$ cat src/hdl/sase_pkg.sv
package sase_pkg;

  localparam int CAPACITY = 256;
  localparam int IDX_W    = $clog2(CAPACITY);
  localparam int CNT_W    = IDX_W + 1;
  localparam int VAL_W    = 32;
  localparam int OP_W     = 3;
  localparam int ST_W     = 2;

  localparam logic [OP_W-1:0] OP_INSERT   = 3'd0;
  localparam logic [OP_W-1:0] OP_ERASE    = 3'd1;
  localparam logic [OP_W-1:0] OP_LOWER    = 3'd2;
  localparam logic [OP_W-1:0] OP_POP      = 3'd3;
  localparam logic [OP_W-1:0] OP_ERASE_AT = 3'd4;
  localparam logic [OP_W-1:0] OP_READ_AT  = 3'd5;
  localparam logic [OP_W-1:0] OP_CLEAR    = 3'd6;

  localparam logic [ST_W-1:0] ST_DONE     = 2'd0;
  localparam logic [ST_W-1:0] ST_MISS     = 2'd1;
  localparam logic [ST_W-1:0] ST_FULL     = 2'd2;
  localparam logic [ST_W-1:0] ST_RANGE    = 2'd3;

  localparam logic [1:0] SHIFT_HOLD   = 2'd0;
  localparam logic [1:0] SHIFT_INSERT = 2'd1;
  localparam logic [1:0] SHIFT_ERASE  = 2'd2;

  // Command broadcast from the sequencer to every cell of the row.
  typedef struct packed {
    logic             cmp_en;
    logic [1:0]       shift_mode;
    logic [IDX_W-1:0] at;
    logic [CNT_W-1:0] count;
    logic [VAL_W-1:0] key;
  } sase_cmd_t;

endpackage

$ cat src/hdl/sase_cell.sv
module sase_cell import sase_pkg::*; (
  input  logic             clk,
  input  sase_cmd_t        cmd,
  input  logic [IDX_W-1:0] cell_idx,
  input  logic [VAL_W-1:0] prev_val,
  input  logic [VAL_W-1:0] next_val,
  output logic [VAL_W-1:0] value,
  output logic             lt,
  output logic [VAL_W-1:0] rd_val
);

  logic [VAL_W-1:0] value_r;
  logic             lt_r;
  logic             occupied;
  logic             less;

  assign occupied = {1'b0, cell_idx} < cmd.count;
  assign less     = $signed(value_r) < $signed(cmd.key);

  always_ff @(posedge clk) begin
    if (cmd.cmp_en) begin
      lt_r <= occupied && less;
    end
    case (cmd.shift_mode)
      SHIFT_INSERT: begin
        if (cell_idx > cmd.at) begin
          value_r <= prev_val;
        end else if (cell_idx == cmd.at) begin
          value_r <= cmd.key;
        end
      end
      SHIFT_ERASE: begin
        if (cell_idx >= cmd.at) begin
          value_r <= next_val;
        end
      end
      default: begin
      end
    endcase
  end

  assign value  = value_r;
  assign lt     = lt_r;
  assign rd_val = (cell_idx == cmd.at) ? value_r : '0;

endmodule

$ cat config.mk
export PLATFORM = sky130hd
export DESIGN_NAME = sase_cell
export DESIGN_NICKNAME = d
export VERILOG_FILES = /design/src/hdl/sase_pkg.sv /design/src/hdl/sase_cell.sv
export SDC_FILE = /design/constraint.sdc
export NUM_CORES = 1
export LEC_CHECK = 0
export BUFFER_PORTS_ARGS = -buffer_cell sky130_fd_sc_hd__buf_2
export CELL_PAD_IN_SITES_DETAIL_PLACEMENT = 1
export CELL_PAD_IN_SITES_GLOBAL_PLACEMENT = 2
export CORE_MARGIN = 1
export CORE_UTILIZATION = 24
export DETAILED_ROUTE_END_ITERATION = 7
export PLACE_DENSITY = 0.89
export SLEW_MARGIN = 20
export SYNTH_ARGS = -nofsm -noshare
export SYNTH_HDL_FRONTEND = slang
export SYNTH_SLANG_ARGS = --single-unit
export TNS_END_PERCENT = 5
$ cat constraint.sdc
create_clock -name clk -period 3.7 [get_ports clk]
set_input_delay 0.74 -clock clk [delete_from_list [all_inputs] [get_ports clk]]
set_output_delay 0.74 -clock clk [all_outputs]
set_load 0.02 [all_outputs]
## Word level (Yosys, flattened, before mapping)

Cells that the tools add are included.

- Magnitude comparators: 4
- Equal/unequal tests: 5
- Mux-type cells: 5
- Reduce and logical (&&, ||, !) cells: 3

Operators by type and width:

| operator | count |
|---|---|
| 2-to-1 mux 32 bit | 4 |
| one-hot mux 32 bit (2 select lines) | 1 |
| less-than comparator 32 bit | 1 |
| less-than comparator 8 x 9 -> 1 bit | 1 |
| equality test 8 bit | 1 |
| greater-or-equal comparator 8 bit | 1 |
| > comparator 8 bit | 1 |
| inequality test 3 bit, second input constant | 1 |
| AND reduction 3 bit | 1 |
| equality test 2 x 1 -> 1 bit, second input constant | 1 |
| equality test 2 bit, second input constant | 1 |
| inequality test 2 bit, second input constant | 1 |
| nonzero test 2 bit | 1 |
| logical AND 1 bit | 1 |

- Register bits: 33
- Input bits: 125
- Output and inout port bits: 65
- Word-level logic and storage cells: 19

## Longest topological paths before layout

Gate-level depths: netlist (run 1).

- Depth after elaboration: 4
- Depth in mapped cells: 9

## Worst setup path after synthesis (run 1)

Ideal clock, no wire load.

- Kind: input port to flip-flop
- Start: input cmd[48] (netlist bit)
- End: register value_r[0] (netlist: value[0]), enable pin
- Library setup time: 421 ps
- Arrival time: 2943 ps
- Required time: 3279 ps
- Slack: 336 ps
- Stages: 7
- Path buffers: 0
- Cell sequence: inv_1 ha_1 nand4_1 or2_1 o21ai_0 nor3_1 nor2_1

- Cells in the longest elaborated chain, start to end: 3
- Elaborated cells between the ends (all ways): 6

Ends and longest elaborated chain:

| element | RTL line | RTL |
|---|---|---|
| start, declared | sase_cell.sv:3 | `input sase_cmd_t cmd,` |
| > comparator 8 bit (tied with other cells) | sase_cell.sv:26 | `if (cell_idx > cmd.at) begin` |
| inequality test 3 bit (no source line) or inequality test 2 bit (tied branches) | -- |  |
| AND reduction 3 bit (no source line) (*) | -- |  |
| end signal, assigned | sase_cell.sv:27 | `value_r <= prev_val;` |
| end signal, assigned | sase_cell.sv:29 | `value_r <= cmd.key;` |
| end signal, assigned | sase_cell.sv:34 | `value_r <= next_val;` |
| end, declared | sase_cell.sv:12 | `logic [VAL_W-1:0] value_r;` |

Every way passes the cells marked *; elsewhere a longest branch is shown, timed or not.
A chain may end at the register's enable or synchronous reset.

## Worst setup path after layout (run 1)

- Start: input cell_idx[5]
- End: output rd_val[0]

- Cells in the longest elaborated chain, start to end: 2

Ends and longest elaborated chain:

| element | RTL line | RTL |
|---|---|---|
| start, declared | sase_cell.sv:4 | `input logic [IDX_W-1:0] cell_idx,` |
| equality test 8 bit | sase_cell.sv:44 | `assign rd_val = (cell_idx == cmd.at) ? value_r : '0;` |
| 2-to-1 mux 32 bit | sase_cell.sv:44 |  |
| end, declared | sase_cell.sv:9 | `output logic [VAL_W-1:0] rd_val` |

No other way between the ends.

==> results.md, run 1 <==
Finish:
- The filler cells instantiated in the layout total ~1,700.
- The final core utilization is 0.3482.
- The number of nets at the end of the flow is between 700 and 800.
- The area of all sequential standard cells is about 990 um2.
- The repair_antennas step left the layout with diodes totalling 0.
- In the final layout, the share of cells above drive strength 1 is 0.3670.
- From synthesis to final layout, the design area changed by 40.29%.
- Excluding fillers, the count of instances in the completed layout stands at roughly 750.
- In the layout the commonest cells are sky130_fd_sc_hd__buf_2, sky130_fd_sc_hd__inv_1, sky130_fd_sc_hd__ha_1.
- The library cell used most frequently in the layout, excluding fill and tap cells, is sky130_fd_sc_hd__buf_2.
- The area taken by multi-input logic gates is roughly 2000 um2.

Critical path:
- The capture instance of the worst register-to-register path is lt.
- The type of the setup path with the least slack is input pin to primary output.
- Walking the worst path, the cells encountered are buf_2 -> ha_1 -> nand4_1 -> nor2_2 -> buf_4 -> and2_1 -> buf_2.
- The cell at the slowest stage of the critical path is sky130_fd_sc_hd__ha_1.
- The worst setup path is launched from an input pin.
- The required time at the endpoint of the critical path is slightly below 3 ns.
- The worst setup path is captured at a primary output.
- The count of cells along the worst register-to-register path is 7.
- STA puts the critical path data arrival time at 2.09 ns.
- The launching point of the worst reg2reg path is value[11].
- The number of buffers and inverters on the critical path is 3.
- Broken down by cell family, the worst path's largest delay share belongs to buffers and inverters.
- The worst-path maximum fanout is 17.
- The dominant cell type by count on the critical path is sky130_fd_sc_hd__buf_2.
- The setup slack of the most critical reg-to-reg path is 1.30 ns.
- For this run, the slowest stage of the critical path takes about 0.3 ns.

Drt:
- The remaining number of nets flagged by the antenna check after routing is 0.
- After detailed routing, the number of vias per cell comes to ~4.8.
- The detailed-route via count is between 3,000 and 4,000.
- After detailed routing, the number of remaining DRC violations is 0.
- The first routing iteration left 134 violations.
- The final layout contains routed wiring with a total length of between 10,000 and 15,000 um.
- Before antenna repair, the detailed router went through 4 iterations.
- The wire length per cell is between 15 and 20 um.

Clock network:
- The TritonCTS clock tree is done.
- CTS saw 33 sinks.
- The number of hold buffers added after CTS was 0.
- The maximum count of clock buffers along a single path is 2.
- The post-CTS clock slew at the launch and capture registers of the worst setup and hold paths is about 0.060 ns.
- The number of clock buffers added by TritonCTS is 5.
- The buffer count from post-CTS setup fixing is 0.
- The post-cts sizing count is 0.
- At the later pin of the worst-skew pair, clock insertion delay measures about 0.28 ns.
- The H-tree level count is 2.
- The library cell used as clock root buffer is sky130_fd_sc_hd__clkbuf_16.

STA:
- For the final database, setup skew stands at approximately 0.0037 ns.
- The maximum operating frequency is ~0.35 GHz.
- In the final timing run, aggregate negative setup slack is 0 ns.
- The number of failing hold endpoints at the final stage came to 0.
- Setup repair after global routing left no endpoint under its margin.
- Setup violations remaining at the end of the flow were counted as 0.
- The max-slew violation count was 0.
- The final period utilization is 0.7660.
- The worst pin sits at a relative slew slack of 0.5914.
- Setup slack closes at 0.8659 ns.
- The slew at the pin closest to its max-slew limit is around 0.61 ns.
- Counting I/O delays and the setup requirement, the final critical path takes roughly 2.8 ns.

Worst hold path:
- The launch instance of the worst min-delay path is cmd[51].
- Counting instances, the worst hold path has a depth of 1.
- The worst hold path belongs to the class input pin to register.
- The path with the worst hold slack has its endpoint at lt.

GRT:
- The number of antenna violations at the first check in global routing is 0.
- The first global-routing pass estimated ~19,000 um of wire.
- For this run, the total global-route usage over all layers was measured as 0.1654.
- Entering global routing, the biggest net connects between 40 and 50 pins.
- The number of global-route vias before repair is roughly 3,700.
- For this run the aggregate overflow at the end of global routing stands at 0.

Logic synthesis:
- The number of warnings printed during yosys synthesis is 0.
- Synthesis inferred 33 register bits.
- When the netlist entered floorplanning its net count stood at roughly 560.
- For this run, the register share of the synthesized area comes to 0.2991.
- After synthesis, the mean cell area works out to between 8 and 9 um2.
- Counting every instance in the synthesized netlist gives ~400.
- The count of different cell masters after synthesis is 33.
- Summing every instance area after synthesis gives ~3300 um2.

Floorplanning:
- The site row count is 42.
- The placeable core region is approximately 13,000 um2.
- In this run the count of I/O pins placed on the die edge is 190.
- The die footprint is 14,280 um2.
- The chip height is ~120 um.
- The initial utilization of the core area, before any placement, comes to 0.2482.
- The die is 119.5 um wide.

Power:
- The worst supply voltage drop on vdd is between 0.0001 and 0.00015 V.
- The reported leakage power is around 2.5 nW.
- Power spread over the standard cell area amounts to 336.3 nW/um2.
- Overall power consumption after layout is estimated at 0.001563 W.

Placement:
- Routability-driven placement finished with a final weighted congestion of 0.7508.
- The number of port buffers is between 150 and 200.
- Summed over all nets, the half-perimeter wirelength after detailed placement is 9567 um.
- Including well taps, the total number of placed cells is around 740.
- Before CTS, the worst setup slack after placement is a little under 0.8 ns.

Flow run:
- The count of maximum capacitance violations is 0.

Status:
- The run finished with clean final reports.
cells in the mapped netlist:
library cell / n / area share
sky130_fd_sc_hd__o31ai_1: 1 / 0.0023
sky130_fd_sc_hd__edfxtp_1: 33 / 0.30
sky130_fd_sc_hd__a21oi_1: 14 / 0.021
sky130_fd_sc_hd__or4_1: 1 / 0.0023
sky130_fd_sc_hd__a21o_1: 7 / 0.016
sky130_fd_sc_hd__a2bb2oi_1: 1 / 0.0026
sky130_fd_sc_hd__a31oi_2: 1 / 0.0038
sky130_fd_sc_hd__or3_1: 1 / 0.0019
sky130_fd_sc_hd__nor2b_1: 1 / 0.0019
sky130_fd_sc_hd__clkbuf_1: 21 / 0.024
sky130_fd_sc_hd__ha_1: 48 / 0.18
sky130_fd_sc_hd__nor2_1: 6 / 0.0068
sky130_fd_sc_hd__a221oi_1: 2 / 0.0053
sky130_fd_sc_hd__buf_1: 1 / 0.0011
sky130_fd_sc_hd__nor3_1: 2 / 0.0030
sky130_fd_sc_hd__and4_1: 2 / 0.0053
sky130_fd_sc_hd__nand4b_1: 32 / 0.085
sky130_fd_sc_hd__a221o_1: 1 / 0.0030
sky130_fd_sc_hd__nand2_1: 43 / 0.049
sky130_fd_sc_hd__o21a_1: 2 / 0.0045
sky130_fd_sc_hd__nand4_2: 1 / 0.0038
sky130_fd_sc_hd__o311ai_1: 32 / 0.085
sky130_fd_sc_hd__a211o_1: 1 / 0.0026
sky130_fd_sc_hd__and2_1: 32 / 0.060
sky130_fd_sc_hd__o21ai_1: 3 / 0.0045
sky130_fd_sc_hd__nand4_1: 4 / 0.0076
sky130_fd_sc_hd__o211a_1: 1 / 0.0030
sky130_fd_sc_hd__nand3_1: 3 / 0.0045
sky130_fd_sc_hd__or2_1: 1 / 0.0019
sky130_fd_sc_hd__nand2b_1: 1 / 0.0019
sky130_fd_sc_hd__inv_1: 83 / 0.094
sky130_fd_sc_hd__o21ai_0: 7 / 0.011
sky130_fd_sc_hd__a211oi_1: 1 / 0.0023
metal layers:
metal / wire, um / vias to the layer above / share of wire / GRT usage
li1: - / 1759 / - / -
met1: 4886 / 1703 / 0.42 / 0.1916
met2: 6040 / 129 / 0.51 / 0.3111
met3: 694 / 8 / 0.059 / 0.02804
met4: 132 / 0 / 0.011 / 0.04219
met5: 0 / - / 0 / 0
final cells by class:
type                       count  area share
sequential                    33      0.2132
tap                          176     0.04738
timing repair buffer         200      0.2240
inverter                      83     0.06703
multi-input combinational    252      0.4199
clock buffer                   6     0.02773
clock inverter                 1   0.0008075
cell families after synthesis:
family	count (synthesis)	synth area share
flops	33	0.2991
simple gates	130	0.2345
buf+inv	105	0.1190
compound gates	74	0.1662
fa+ha+maj	48	0.1813
worst register-to-register path, cell delays in order (launching register included):
cell and delay (ns):
sky130_fd_sc_hd__edfxtp_1 0.42, sky130_fd_sc_hd__ha_1 0.34, sky130_fd_sc_hd__nand4_1 0.13, sky130_fd_sc_hd__or4_1 0.55, sky130_fd_sc_hd__a221o_1 0.30, sky130_fd_sc_hd__a31oi_2 0.19, sky130_fd_sc_hd__o21ai_0 0.12, sky130_fd_sc_hd__o211a_1 0.11
power by group:
group / internal, W / total (W) / leakage [nW] / switching [W]
clock network: 0.000244 / 0.000402 / 0.0644 / 0.000158
registers: 0.000505 / 0.000561 / 0.312 / 0.0000561
logic: 0.000247 / 0.000600 / 2.10 / 0.000353
total: 0.000996 / 0.00156 / 2.47 / 0.000567
registers in the layout, indices dropped and copies added (netlist names):
| name | cells |
|---|---|
| value | 32 |
| lt | 1 |
through the flow:
stage          area, um2  hold slack [ns]
3_5_place_dp        4516           0.9522
4_1_cts             4648           0.6620
2_1_floorplan       3313           0.8525
5_1_grt             4648           0.6725
3_3_place_gp        4516           0.9418
6_report            4648           0.6743
worst max path at each step:
stage,slack [ns],startpoint,cells past startpoint,endpoint
6_report,0.87,cell_idx[5],7,rd_val[0]
5_1_grt,0.71,cmd[46],8,rd_val[7]
4_1_cts,0.83,cell_idx[6],7,rd_val[0]
3_5_place_dp,0.80,cmd[42],10,value[18]
3_3_place_gp,0.85,cmd[42],10,value[31]
2_1_floorplan,0.34,cmd[48],7,value[0]
Power figures use the tool's default switching activity.
==> run 2: changes to the inputs <==
==> constraint.sdc (replaced) <==
create_clock -name clk -period 2.65 [get_ports clk]
set_input_delay 0.53 -clock clk [delete_from_list [all_inputs] [get_ports clk]]
set_output_delay 0.53 -clock clk [all_outputs]
set_load 0.02 [all_outputs]
==> run 2 against run 1 <==
Critical path depth stayed put. Hold slack worse by 0.21 ns. Register-to-register slack worse by 1.2 ns. Non-clock buffer count is 6 higher. Clock power is 63% higher. Routed wire length is 3.2% lower. First-iteration DRC count is 3.0% higher. Cell count is 0.93% higher.
==> results.md, run 2 (synthesis gave the netlist of run 1 again) <==
Status:
- The run finished with clean final reports.

Critical path:
- The critical path goes through ha_1 -> nand4_2 -> or4_1 -> a221o_1 -> a31oi_2 -> o21ai_0 -> o211a_1.
- Grouping stages by cell kind, the critical path spends the most delay in compound AO/OA/AOI/OAI gates.
- The number of buffers and inverters on the critical path is 0.
- The critical path capture point type is a register.
- The worst setup path is launched from a register.
- The worst path arrival time is between 2 and 3 ns.
- Of all nets on the critical path, the largest fanout is 3.
- The slowest stage of the critical path is the sky130_fd_sc_hd__or4_1 cell.
- At the worst endpoint, the required time is between 2 and 3 ns.
- For this run, the slowest stage of the critical path takes 0.54 ns.
- The type of the setup path with the least slack is register to register.
- The worst register-to-register path has a setup slack of 0.14 ns.

Clock network:
- The buffer count from post-CTS setup fixing is 0.
- In this run, CTS created clock tree buffers numbering 5.
- Clock-pin slew was measured on the worst setup and hold paths at roughly 0.060 ns.
- Clock latency on the worst-skew pair, taken at its later pin, is between 0.2 and 0.3 ns.
- Clock tree synthesis selected as its root buffer the cell sky130_fd_sc_hd__clkbuf_16.
- The maximum count of clock buffers along a single path is 2.
- The CTS sink count is 33.
- The TritonCTS clock tree is done.
- The H-tree level count is 2.

Floorplanning:
- The placeable core region is 13,350 um2.
- For this configuration, the core starts out at a cell density of 0.2482.
- The I/O pin total is 190.
- The site row count is 42.
- In this run the vertical extent of the chip is 119.5 um.
- The die span in x is about 120 um.
- The die covers between 10,000 and 15,000 um2.

STA:
- For the final routed database, the setup TNS stands at 0 ns.
- The final period utilization is 0.9477.
- The minimum clock period is roughly 2.5 ns.
- The tightest hold path in the finished design has a slack of between 0.4 and 0.5 ns.
- The number of failing hold endpoints at the final stage is 0.
- The clock skew is roughly 0.0033 ns.
- The remaining max-slew budget at the tightest pin is 0.3517.
- Setup repair after global routing left no endpoint under its margin.
- The maximum operating frequency is approximately 0.40 GHz.
- The final setup violation count is 0.
- The slew at the pin closest to its max-slew limit is 0.9702 ns.
- The max-slew violation count is 0.

GRT:
- The first global-routing pass estimated 18,400 um of wire.
- The number of global-route vias before repair is 3,817.
- Global routing finished with a remaining overflow of 0.
- The number of antenna violations at the first check in global routing is 0.
- The pin count of the biggest net entering global routing is 97.
- The global-route usage over all layers is 0.1619.

Drt:
- After detailed routing, the number of vias per cell comes to approximately 4.7.
- The first-iteration detailed-routing DRC count is 138.
- Once detail routing completed, the nets flagged for antenna violations numbered 0.
- The number of remaining DRC errors is 0.
- The pre-antenna-repair detailed-routing pass consisted of 4 iterations.
- Dividing the detail-routed wire length by the instance count gives 15.00 um.
- Wires add up to between 10,000 and 15,000 um.
- The detailed-route via count is 3,570.

Finish:
- The final core utilization is 0.3564.
- The register with the most flip-flops in the layout has 32 of them.
- The synthesis-to-finish area growth is 43.58%.
- In the final layout, the multi-input gates occupy between 1500 and 2000 um2.
- The final layout contains about 750 nets.
- The antenna diode count is 0.
- The final instance count without filler cells is about 760.
- The final-layout fill cell count is 1,658.
- In the final layout, the share of cells above drive strength 1 is 0.3746.
- The sequential cells in the finished layout cover a total of between 900 and 1000 um2.
- The most frequent standard cell in the layout excluding fill and tap cells is sky130_fd_sc_hd__buf_2.
- The top cell types in the final layout, fill and taps aside, are sky130_fd_sc_hd__buf_2, sky130_fd_sc_hd__inv_1, sky130_fd_sc_hd__ha_1.

Placement:
- Routability-driven placement finished with a final weighted congestion of 0.7772.
- The wire-length estimate of the detail-placed layout is between 9000 and 10,000 um.
- The number of port buffers is about 190.
- The number of placed instances, taps included, is 750.

Flow run:
- The count of maximum capacitance violations is 0.

Power:
- The reported leakage power is 2.525 nW.
- The clock network fraction of total power is 0.288.
- The switching portion of total power is 0.3417.
- The net load switching power is around 0.0008 W.
- The register share of total power is 0.343.
- VDD sags by at most between 0.00015 and 0.0002 V.
- The combinational fraction of design power is 0.369.
- The total power divided by cell area is 478.7 nW/um2.
- The total power consumption of the routed design is about 0.0023 W.
- Cell internal power was estimated by the tool at ~0.0015 W.

Worst hold path:
- The min-delay analysis places its worst path in the category input pin to register.
-- run 2: power by group through the flow --
stage | sequential, W | combinational (W) | clock, W
finish | 0.000781 | 0.000840 | 0.000657
global route | 0.000799 | 0.000943 | 0.000695
CTS | 0.000786 | 0.000855 | 0.000680
detailed placement | 0.000796 | 0.000849 | 0
global placement | 0.000787 | 0.000819 | 0
floorplan | 0.000892 | 0.000379 | 0
-- run 2: stage by stage --
| stage | setup slack (ns) | area [um2] |
|---|---|---|
| 2_1_floorplan | 0.02648 | 3316 |
| 3_3_place_gp | -0.05214 | 4586 |
| 3_5_place_dp | -0.1626 | 4586 |
| 4_1_cts | 0.05277 | 4748 |
| 5_1_grt | 0.01049 | 4757 |
| 6_report | 0.1386 | 4757 |
-- run 2: path summary, 6_finish.rpt --
path              depth (start not counted)  endpoint  startpoint
hold reg to reg                           4        lt   value[31]
hold / removal                            1        lt     cmd[51]
setup / recovery                          7        lt   value[14]
setup reg to reg                          7        lt   value[14]
-- run 2: per-layer routing --
layer / part of all wire / GRT usage
met2: 0.52 / 0.3064
met3: 0.052 / 0.02614
met1: 0.41 / 0.1901
met4: 0.0093 / 0.03281
met5: 0 / 0
-- run 2: repair_timing --
item,4_1_cts,5_1_grt
hold buffers,0,0
setup endpoints to repair,0,17
resized for setup,0,2
-- run 2: area by class of cell --
cell class / count / share of cell area
Multi-Input combinational cell: 252 / 0.4114
Timing Repair Buffer: 206 / 0.2344
Inverter: 83 / 0.06549
Sequential cell: 33 / 0.2083
Clock buffer: 6 / 0.02709
Clock inverter: 2 / 0.007102
Tap cell: 176 / 0.04629
-- run 2: worst reg2reg max path: stages (launching register included) --
cell and delay (ns):
sky130_fd_sc_hd__edfxtp_1 0.42, sky130_fd_sc_hd__ha_1 0.36, sky130_fd_sc_hd__nand4_2 0.16, sky130_fd_sc_hd__or4_1 0.54, sky130_fd_sc_hd__a221o_1 0.32, sky130_fd_sc_hd__a31oi_2 0.21, sky130_fd_sc_hd__o21ai_0 0.13, sky130_fd_sc_hd__o211a_1 0.12
